[src/sv/min_queue_two_stack_top_assert.svh]
// ---------------------------------------------------------------------------
// min_queue_two_stack_top_assert.svh
// assertion macros for the min queue block
// ---------------------------------------------------------------------------
`ifndef MIN_QUEUE_TWO_STACK_TOP_ASSERT_SVH
`define MIN_QUEUE_TWO_STACK_TOP_ASSERT_SVH

`ifndef SYNTHESIS
// property holds on every edge outside reset
`define MQ_ASSERT(lbl, clk, rst_n, prop, msg) \
  lbl: assert property (@(posedge clk) disable iff (!rst_n) prop) else $error(msg);
// condition implies consequence on the next edge
`define MQ_ASSERT_NEXT(lbl, clk, rst_n, cond, cons, msg) \
  lbl: assert property (@(posedge clk) disable iff (!rst_n) (cond) |=> (cons)) else $error(msg);
`else
`define MQ_ASSERT(lbl, clk, rst_n, prop, msg)
`define MQ_ASSERT_NEXT(lbl, clk, rst_n, cond, cons, msg)
`endif

`endif

[src/sv/mq_pkg.sv]
// ---------------------------------------------------------------------------
// mq_pkg
// shared types and constants of the min queue
// ---------------------------------------------------------------------------
`timescale 1ns / 1ps

package mq_pkg;

  localparam int DEPTH = 1024;
  localparam int AW    = $clog2(DEPTH);
  localparam int CW    = $clog2(DEPTH) + 1;

  typedef enum logic [2:0] {
    MODE_ENQ   = 3'd0,
    MODE_DEQ   = 3'd1,
    MODE_FRONT = 3'd2,
    MODE_SIZE  = 3'd3,
    MODE_CLEAR = 3'd4,
    MODE_MIN   = 3'd5
  } mode_t;

  typedef enum logic [1:0] {
    ST_OK  = 2'd0,
    ST_ERR = 2'd1,
    ST_VAL = 2'd2
  } status_code_t;

  typedef struct packed {
    logic [2:0]         mode;
    logic signed [31:0] value;
  } in_item_t;

  typedef struct packed {
    logic [1:0]         status;
    logic signed [31:0] value_res;
  } out_item_t;

  typedef enum logic [3:0] {
    CMD_NONE,
    CMD_LATCH,
    CMD_ENQ,
    CMD_CLEAR,
    CMD_SIZE,
    CMD_ERR,
    CMD_FILL_START,
    CMD_FILL_STEP,
    CMD_DEQ_RES,
    CMD_FRONT_RES,
    CMD_MIN_RES
  } cmd_t;

  typedef struct packed {
    logic [2:0] mode;
    logic       in_empty;
    logic       out_empty;
    logic       full;
    logic       fill_last;
  } dp_status_t;

endpackage

[src/sv/mq_ctrl.sv]
// ---------------------------------------------------------------------------
// mq_ctrl
// sequencer of the min queue: decode, refill loop, top read
// ---------------------------------------------------------------------------
`timescale 1ns / 1ps

module mq_ctrl import mq_pkg::*; (
  input  logic       clk,
  input  logic       rst_n,
  input  logic       start,
  input  dp_status_t st,
  output logic       busy,
  output cmd_t       cmd
);

  typedef enum logic [2:0] {
    S_IDLE,
    S_DECODE,
    S_FILL,
    S_TOP,
    S_WAIT
  } state_t;

  state_t state_r, state_nxt;

  always_comb begin
    state_nxt = state_r;
    cmd       = CMD_NONE;
    unique case (state_r)
      S_IDLE: begin
        if (start) begin
          cmd       = CMD_LATCH;
          state_nxt = S_DECODE;
        end
      end
      S_DECODE: begin
        state_nxt = S_IDLE;
        case (st.mode)
          MODE_ENQ:   cmd = st.full ? CMD_ERR : CMD_ENQ;
          MODE_DEQ, MODE_FRONT: begin
            if (!st.out_empty) begin
              state_nxt = S_TOP;
            end else if (!st.in_empty) begin
              cmd       = CMD_FILL_START;
              state_nxt = S_FILL;
            end else begin
              cmd = CMD_ERR;
            end
          end
          MODE_SIZE:  cmd = CMD_SIZE;
          MODE_CLEAR: cmd = CMD_CLEAR;
          MODE_MIN: begin
            if (st.in_empty && st.out_empty) begin
              cmd = CMD_ERR;
            end else begin
              state_nxt = S_TOP;
            end
          end
          default:    cmd = CMD_ERR;
        endcase
      end
      S_FILL: begin
        cmd = CMD_FILL_STEP;
        if (st.fill_last) begin
          state_nxt = S_TOP;
        end
      end
      // out ram address follows the count, read lands next cycle
      S_TOP: state_nxt = S_WAIT;
      S_WAIT: begin
        state_nxt = S_IDLE;
        case (st.mode)
          MODE_DEQ:   cmd = CMD_DEQ_RES;
          MODE_FRONT: cmd = CMD_FRONT_RES;
          default:    cmd = CMD_MIN_RES;
        endcase
      end
      default: state_nxt = S_IDLE;
    endcase
  end

  always_ff @(posedge clk) begin
    if (!rst_n) begin
      state_r <= S_IDLE;
    end else begin
      state_r <= state_nxt;
    end
  end

  assign busy = (state_r != S_IDLE);

endmodule

[config.mk]
export PLATFORM = sky130hd
export DESIGN_NAME = mq_ctrl
export DESIGN_NICKNAME = d
export VERILOG_FILES = /design/src/sv/min_queue_two_stack_top_assert.svh /design/src/sv/mq_pkg.sv /design/src/sv/mq_ctrl.sv
export SDC_FILE = /design/constraint.sdc
export NUM_CORES = 1
export LEC_CHECK = 0
export BUFFER_PORTS_ARGS = -buffer_cell sky130_fd_sc_hd__clkbuf_2
export CAP_MARGIN = 30
export CORE_AREA = 2 2 39 41
export CTS_BUF_LIST = sky130_fd_sc_hd__clkbuf_4 sky130_fd_sc_hd__clkbuf_8 sky130_fd_sc_hd__clkbuf_16
export CTS_CLUSTER_SIZE = 28
export DETAILED_ROUTE_END_ITERATION = 6
export DIE_AREA = 0 0 41 43
export SLEW_MARGIN = 20
export SYNTH_ARGS = -nofsm -noshare
export SYNTH_HDL_FRONTEND = slang
export SYNTH_SLANG_ARGS = --single-unit
[constraint.sdc]
create_clock -name clk -period 2.5 [get_ports clk]
set_input_delay 0.5 -clock clk [delete_from_list [all_inputs] [get_ports clk]]
set_output_delay 0.5 -clock clk [all_outputs]
set_load 0.01 [all_outputs]
Yosys cells after proc, flatten, opt, wreduce, memory -nomap -nowiden
Cells that the tools add are included.

storage, ports and cells
  flip-flop bits (word level) = 3
  bits of input ports = 10
  output and inout bits = 5
  word-level logic and storage cells = 33

operators by class
  eq/ne operators = 11
  mux-type cells = 15
  reduce and logical (&&, ||, !) cells = 6

operator list
  cell                  count
  $pmux W4 S4           1
  $mux W3               5
  $pmux W3 S5           1
  $eq A3 B2 Y1 const B  4
  $pmux W3 S4           1
  $eq A3 B3 Y1 const B  3
  $mux W2               4
  $pmux W2 S2           2
  $eq A3 B1 Y1 const B  2
  $logic_not A3 Y1      2
  $ne A2 B2 Y1 const B  2
  $reduce_bool A3 Y1    1
  $reduce_and A2 Y1     1
  $reduce_or A2 Y1      1
  $logic_and A1 B1 Y1   1
  $mux W1               1

Longest topological paths before layout
Gate-level depths: netlist (run 1).

  depth in word-level cells = 4
  depth in mapped cells = 5
  depth with buffers taken out = 4

Worst setup path before layout (run 1)
No wires, ideal clock.

  path type = input to output
  start point = input st[4] (netlist bit)
  end point = output cmd[0]
  arrival time = 1388 ps
  data required time = 2000 ps
  setup slack = 612 ps
  cell stages on the path = 5
  path buffers = 1
  cells stage by stage = buf_6 or3b_1 o21ai_1 o31ai_1 o21ai_1

between the ends
  word-level cells in the longest chain between the ends = 4
  elaborated cells on any way between the ends = 10
  classes of those cells = 5 x eq/ne; 3 x mux; 2 x reduce/logical

RTL lines
  element                                              line                          source
  from (decl)                                          mq_ctrl.sv:11                 input dp_status_t st,
  $eq A3 B2 Y1 / $eq A3 B1 Y1 (equally long branches)  mq_ctrl.sv:38, mq_ctrl.sv:72
  $reduce_or A2 Y1                                     mq_ctrl.sv:38                 case (st.mode)
  $pmux W3 S5                                          mq_ctrl.sv:38
  $pmux W4 S4 (*)                                      mq_ctrl.sv:29                 unique case (state_r)
  to (decl)                                            mq_ctrl.sv:13                 output cmd_t cmd

Every way passes the cells marked *; elsewhere a longest branch is shown, timed or not.

Final worst setup path (run 1)
Same ends and word-level chain as after synthesis.

==> reports/results.ini, run 1 <==
[yosys]
synth_top_cell_by_area=dfxtp_1
synth_top_area_share=0.180
synth_common_cells=dfxtp_1 (3), inv_1 (3), nand2b_1 (3), nor2_1 (3), o21ai_1 (3)
syn-num-nets=56
syn_avg_cell_area_sq_um=7.26
synth_edf_count=0
ys_types=27
synthCells=46
synth-async-reset-ratio=0
syn-cell-area_sq_um=334
synth-seq-cells=3
ys.flop_type=dfxtp_1
yosysWarnings=0
synth-seq-area-share=0.180
ys_top_cells_by_area=dfxtp_1 (18%), mux2i_1 (6.0%), nand2b_1 (5.6%)

[finish]
largest_register_ffs=3
top_regs=state_r (3)
regMostFlops=state_r
utilization=0.309
final_cells=76
nNetsFinal=71
area_growth_pct=28.1
drive_above_1_share=0.300
insertedDiodeCount=0

[global_route]
overflow=0
track_usage=0.123
antenna_found_initial=0
use_met1=0.184
grt_first_pass_wirelength_mm=1.51
grt_util_met3=0.0157
first_global_vias=353
met2_usage=0.156
grt_max_degree=12
top_usage_layer=met1

[sta]
worst_pin_slew_ps=328
min_period_ps=2080
fmax_ghz=0.480
setup-tns-final_ps=0
slew_viol_final=0
relSlewSlack=0.781
fin_ws_ps=417
fin_skew_ps=0.0543
setup_viol=0
hold_violations=0
period_share=0.833
rsz0062_at_grt=false

[clock_tree]
clockBufferDepth=2
hold_buffers=0
clk_latency_ps=230
cts-buffers-inserted=3
cts-root-buf=clkbuf_4
post_cts_resized=0
h-tree-depth=1
clkSinkCount=3
post-cts-setup-buffer-count=0
cts_tree=yes
path_clk_slew_ps=40

[die]
start_util=0.241
num_rows=14
die_y_um=43
io_pins=15
die_area_sq_um=1760
die_w_um=41
coreArea_sq_um=1380

[route]
drt-vias-per-instance=5.12
vias=389
antenna_left=0
wl_per_cell_um=12.3
dr.pass1.iters=2
drcViolationCount=0
wl_um=932
drtIter0Drc=5

[placement]
dp_cells=72
port_buffers=14
pre_cts_ws_ps=419
gp_congestion=0.745

[job]
maxCapViolations=0

[setup_path]
required_ps=2000
crit_type=primary input to output port
startpoint_type=primary input
end_kind=output port
cp_max_fo=9
slowest_stage=or3b_1
regToRegSetupSlack_ps=1530
max_stage_delay_ps=440
cp_cell_sequence=clkbuf_2 -> or3b_1 -> o21ai_1 -> o31ai_1 -> o21ai_1 -> clkbuf_2
cp.arrival_ps=1580

[power]
finalPower_uw=201
p_leak_nw=0.178
peakVddDrop_uv=121
p_per_area_nw_per_um2=471

[outcome]
status=completed

[min_path]
hold_class=primary input to flip-flop

==> stage by stage <==
stage	instance area, sq um	hold WS, ps
6_report	428	565
5_1_grt	428	585
4_1_cts	428	560
3_5_place_dp	398	572
3_3_place_gp	398	556
2_1_floorplan	334	541
==> layer usage <==
layer	wire length, um	share of wire
met1	509	0.55
met2	372	0.40
met4	11	0.012
met5	0	0
met3	38	0.041
==> worst max-delay path, delay by kind of cell <==
| kind | cells | cell delay, ps |
|---|---|---|
| AO/OA/AOI/OAI | 3 | 350 |
| buffers and inverters | 2 | 300 |
| AND/OR/NAND/NOR | 1 | 440 |
==> where the power goes <==
group / switching (mW) / internal (mW)
registers: 0.00527 / 0.0502
clock network: 0.0263 / 0.0707
logic: 0.0265 / 0.0223
total: 0.0581 / 0.143
==> worst paths after layout <==
path	start	end	cells after the start
max reg2reg	state_r[1]	state_r[0]	2
max	st[4]	cmd[0]	6
min	rst_n	state_r[0]	3
min reg2reg	state_r[1]	state_r[2]	2
==> placed cells by master, fill, tap and decap left out, drive strengths merged <==
cell type	n
clkbuf	18
o21ai	5
inv	3
nor2	3
nand2b	3
dfxtp	3
o31ai	2
nand2	2
nor3	2
a21oi	2
mux2i	2
o221ai	2
nand4b	2
or3	1
or3b	1
o211ai	1
o2111ai	1
nor3b	1
a211oi	1
xnor2	1
o21a	1
nand4	1
a31oi	1
o32ai	1
==> final cells by class <==
cell class	count	area, sq um
Tap cell	16	20.0
Inverter	3	11.3
Sequential cell	3	60.1
Timing Repair Buffer	14	70.1
Fill cell	164	956
Multi-Input combinational cell	36	236
Clock buffer	4	30.0
==> kinds of logic (layout without fill, tap and decap cells) <==
logic type	after synthesis	after routing	synth area share
buffers and inverters	7	21	0.112
AO/OA/AOI/OAI	17	17	0.341
multiplexers	2	2	0.0599
AND/OR/NAND/NOR	16	16	0.281
flip-flops	3	3	0.180
XOR/XNOR	1	1	0.0262
Power figures use the tool's default switching activity.
==> inputs of run 2 (changes only) <==
Clock period 2.5 ns to 2.14 ns, I/O delays scaled along.
==> reports/results.ini, run 2 (synthesis gave the netlist of run 1 again) <==
[power]
p_comb_frac=0.239  ; -0.003
p_leak_nw=0.178  ; unchanged
internal-power_uw=167  ; +17%
p_per_area_nw_per_um2=551  ; +17%
clkPwrFrac=0.487  ; +0.005
peakVddDrop_uv=87.4  ; -28%
power_switching_uw=68.3  ; +18%
finalPower_uw=236  ; +17%
seqPwrFrac=0.275  ; about the same
swShare=0.290  ; +0.00128

[finish]
drive_above_1_share=0.300  ; unchanged
layout_commonest_cell=clkbuf_2
regMostFlops=state_r
area_growth_pct=28.1  ; unchanged
final_cell_area_sq_um=428  ; unchanged
nNetsFinal=71  ; unchanged
top_regs=state_r (3)
insertedDiodeCount=0  ; unchanged
fillers=164  ; unchanged
final_cell_mix=clkbuf_2 (14), clkbuf_4 (4)
final_cells=76  ; unchanged
largest_register_ffs=3  ; unchanged

[placement]
pre_cts_ws_ps=221  ; -199 ps
port_buffers=14  ; unchanged
hpwl_um=650
gp_congestion=0.773  ; +3.7%
postPlaceCellArea_sq_um=398  ; unchanged
dp_cells=72  ; unchanged

[setup_path]
cp.arrival_ps=1520  ; -60 ps
end_kind=output port
regToRegSetupSlack_ps=1180  ; -350 ps
startpoint_type=primary input
cp_max_fo=9  ; unchanged
crit_type=primary input to output port
required_ps=1710  ; -290 ps

[route]
drtIter0Drc=8  ; +3
drcViolationCount=0  ; unchanged
antenna_left=0  ; unchanged
drt-vias-per-instance=5.21  ; +1.8%
wl_um=877  ; -5.9%
dr.pass1.iters=2  ; unchanged
vias=396  ; +1.8%
wl_per_cell_um=11.5  ; -5.9%

[clock_tree]
clockBufferDepth=2  ; unchanged
post-cts-setup-buffer-count=0  ; unchanged
path_clk_slew_ps=40  ; about the same
clkSinkCount=3  ; unchanged
hold_buffers=0  ; unchanged
cts_tree=yes
cts-buffers-inserted=3  ; unchanged
post_cts_resized=0  ; unchanged
clk_latency_ps=240  ; about the same
h-tree-depth=1  ; unchanged
cts-root-buf=clkbuf_4

[global_route]
overflow=0  ; unchanged
grt_first_pass_wirelength_mm=1.42  ; -6.0%
first_global_vias=341  ; -3.4%
track_usage=0.117  ; -0.00577
antenna_found_initial=0  ; unchanged
grt_max_degree=12  ; unchanged

[die]
coreArea_sq_um=1380  ; unchanged
die_w_um=41  ; unchanged
die_area_sq_um=1760  ; unchanged
start_util=0.241  ; unchanged
die_y_um=43  ; unchanged
io_pins=15  ; unchanged
num_rows=14  ; unchanged

[sta]
slew_viol_final=0  ; unchanged
fin_skew_ps=0.410  ; +0.355 ps
min_period_ps=1950
hold_violations=0  ; unchanged
setup_viol=0  ; unchanged
period_share=0.910
setup-tns-final_ps=0  ; unchanged
worst_pin_slew_ps=326  ; -1.35 ps
relSlewSlack=0.782  ; +0.000900
fmax_ghz=0.513
fin_ws_ps=192  ; -225 ps
rsz0062_at_grt=false

[outcome]
status=completed

[job]
maxCapViolations=0  ; unchanged

[min_path]
hold_class=primary input to flip-flop

[run 2: worst paths after layout]
check | from | endpoint | cells after the start
max | st[4] | cmd[0] | 6
min | rst_n | state_r[2] | 3
min reg2reg | state_r[1] | state_r[2] | 2
max reg2reg | state_r[1] | state_r[0] | 2
[run 2: metrics by stage]
stage	utilization	hold slack [ps]
6_report	0.309	486
3_3_place_gp	0.288	568
2_1_floorplan	-	541
5_1_grt	0.309	505
3_5_place_dp	0.288	569
4_1_cts	0.309	487
[run 2: layer usage]
layer	wire, um	vias to the layer above	global-route usage
met5	0	-	0
met2	362	14	0.134
met1	438	172	0.179
met4	24	0	0.0800
li1	-	206	-
met3	51	4	0.0314
[run 2: power groups by stage]
stage                     sequential, mW  clock [mW]  combinational [mW]
after CTS                         0.0648       0.115              0.0567
after detailed placement          0.0655           0              0.0564
after global placement            0.0656           0              0.0565
after floorplan                   0.0601           0              0.0413
final                             0.0648       0.115              0.0562
after global routing              0.0655       0.124              0.0632
[run 2: area by class of cell]
class,count,area [sq um],share of cell area
clock buffer,4,30.0,0.0702
inverter,3,11.3,0.0263
multi-input combinational,36,236,0.553
sequential,3,60.1,0.140
tap,16,20.0,0.0468
timing repair buffer,14,70.1,0.164
[run 2: critical path, cell delays in order]
cell and delay, ps:
clkbuf_2 160, or3b_1 430, o21ai_1 150, o31ai_1 90
o21ai_1 120, clkbuf_2 140
==> inputs of run 3 (changes only) <==
Clock period 2.14 ns to 2.35 ns, I/O delays scaled along.
==> reports/results.ini, run 3 (synthesis gave the netlist of run 1 again) <==
[setup_path]
crit_path_start=st[4]
startpoint_type=primary input
cp_max_fo=9  ; unchanged
regToRegSetupSlack_ps=1380  ; +200 ps
cp.arrival_ps=1520  ; about the same
required_ps=1880  ; +170 ps
r2r_start=state_r[1]
cp-endpoint=cmd[0]
rr_endpoint=state_r[0]
end_kind=output port
rr_worst_depth=2  ; unchanged
crit_type=primary input to output port

[sta]
rsz0062_at_grt=false
slew_viol_final=0  ; unchanged
fmax_ghz=0.502
setup_viol=0  ; unchanged
relSlewSlack=0.783  ; +0.000894
fin_skew_ps=1.41  ; +1.01 ps
period_share=0.847
setup-tns-final_ps=0  ; unchanged
fin_hold_ws_ps=536  ; +50.4 ps
hold_violations=0  ; unchanged
worst_pin_slew_ps=325  ; -1.34 ps
min_period_ps=1990

[die]
io_pins=15  ; unchanged
num_rows=14  ; unchanged
coreArea_sq_um=1380  ; unchanged
die_y_um=43  ; unchanged
die_w_um=41  ; unchanged
die_area_sq_um=1760  ; unchanged
start_util=0.241  ; unchanged

[clock_tree]
path_clk_slew_ps=30  ; about the same
cts_tree=yes
clk_latency_ps=230  ; about the same
clkSinkCount=3  ; unchanged
h-tree-depth=1  ; unchanged
cts-buffers-inserted=3  ; unchanged
cts-root-buf=clkbuf_4
post_cts_resized=0  ; unchanged
post-cts-setup-buffer-count=0  ; unchanged
hold_buffers=0  ; unchanged
clockBufferDepth=2  ; unchanged

[route]
drt-vias-per-instance=5.24  ; +0.51%
drtIter0Drc=10  ; +2
wl_um=827  ; -5.7%
drcViolationCount=0  ; unchanged
wl_per_cell_um=10.9  ; -5.7%
antenna_left=0  ; unchanged
dr.pass1.iters=4  ; +2
vias=398  ; +0.51%

[global_route]
antenna_found_initial=0  ; unchanged
track_usage=0.0921  ; -0.0251
overflow=0  ; unchanged
first_global_vias=294  ; -14%
grt_first_pass_wirelength_mm=1.15  ; -19%
grt_max_degree=12  ; unchanged

[finish]
nNetsFinal=71  ; unchanged
final_cell_mix=clkbuf_2 (14), clkbuf_4 (4)
regMostFlops=state_r
layout_commonest_cell=clkbuf_2
area_growth_pct=28.1  ; unchanged
largest_register_ffs=3  ; unchanged
final_cells=76  ; unchanged
drive_above_1_share=0.300  ; unchanged
insertedDiodeCount=0  ; unchanged
top_regs=state_r (3)

[placement]
dp_cells=72  ; unchanged
hpwl_um=640  ; -1.4%
gp_congestion=0.759  ; -1.9%
port_buffers=14  ; unchanged

[power]
peakVddDrop_uv=185  ; +110%
p_per_area_nw_per_um2=492  ; -11%
p_leak_nw=0.178  ; unchanged

[min_path]
hold_class=primary input to flip-flop

[job]
maxCapViolations=0  ; unchanged

[outcome]
status=completed

## run 3: cell counts in the layout (fill, tap and decap cells not counted)
Identical to the previous run, type by type.
## run 3: layout make-up
class / instances / area, sq um
Timing Repair Buffer: 14 / 70.1
Fill cell: 148 / 956
Inverter: 3 / 11.3
Clock buffer: 4 / 30.0
Tap cell: 16 / 20.0
Sequential cell: 3 / 60.1
Multi-Input combinational cell: 36 / 236
## run 3: worst min path at each step
stage	start	end	slack (ps)	cells after the start
after floorplan	state_r[0]	state_r[1]	540	2
after global placement	state_r[1]	state_r[2]	560	2
after detailed placement	state_r[1]	state_r[2]	560	2
after CTS	rst_n	state_r[0]	530	3
after global routing	rst_n	state_r[0]	530	3
final	rst_n	state_r[0]	540	3
## run 3: through the flow
step	total power [mW]	worst slack [ps]	cell area [sq um]	util
6_report	0.210	359	428	0.309
2_1_floorplan	0.0923	522	334	-
4_1_cts	0.215	358	428	0.309
5_1_grt	0.225	274	428	0.309
3_3_place_gp	0.111	338	398	0.288
3_5_place_dp	0.111	362	398	0.288
## run 3: critical path: stages
cell and delay [ps]:
clkbuf_2 160, or3b_1 420, o21ai_1 130, o31ai_1 80, o21ai_1 120, clkbuf_2 140
## run 3: layer usage
layer  up-vias  track usage  share of wire
li1        203            -              -
met3         0       0.0314           0.10
met5         -            0              0
met1       179        0.140           0.49
met4         0       0.0200              0
met2        16        0.122           0.40
## run 3: power by group
part | internal, mW | total, mW | switching [mW]
registers | 0.0535 | 0.0590 | 0.00558
logic | 0.0237 | 0.0512 | 0.0274
clock network | 0.0750 | 0.100 | 0.0251
total | 0.152 | 0.210 | 0.0581
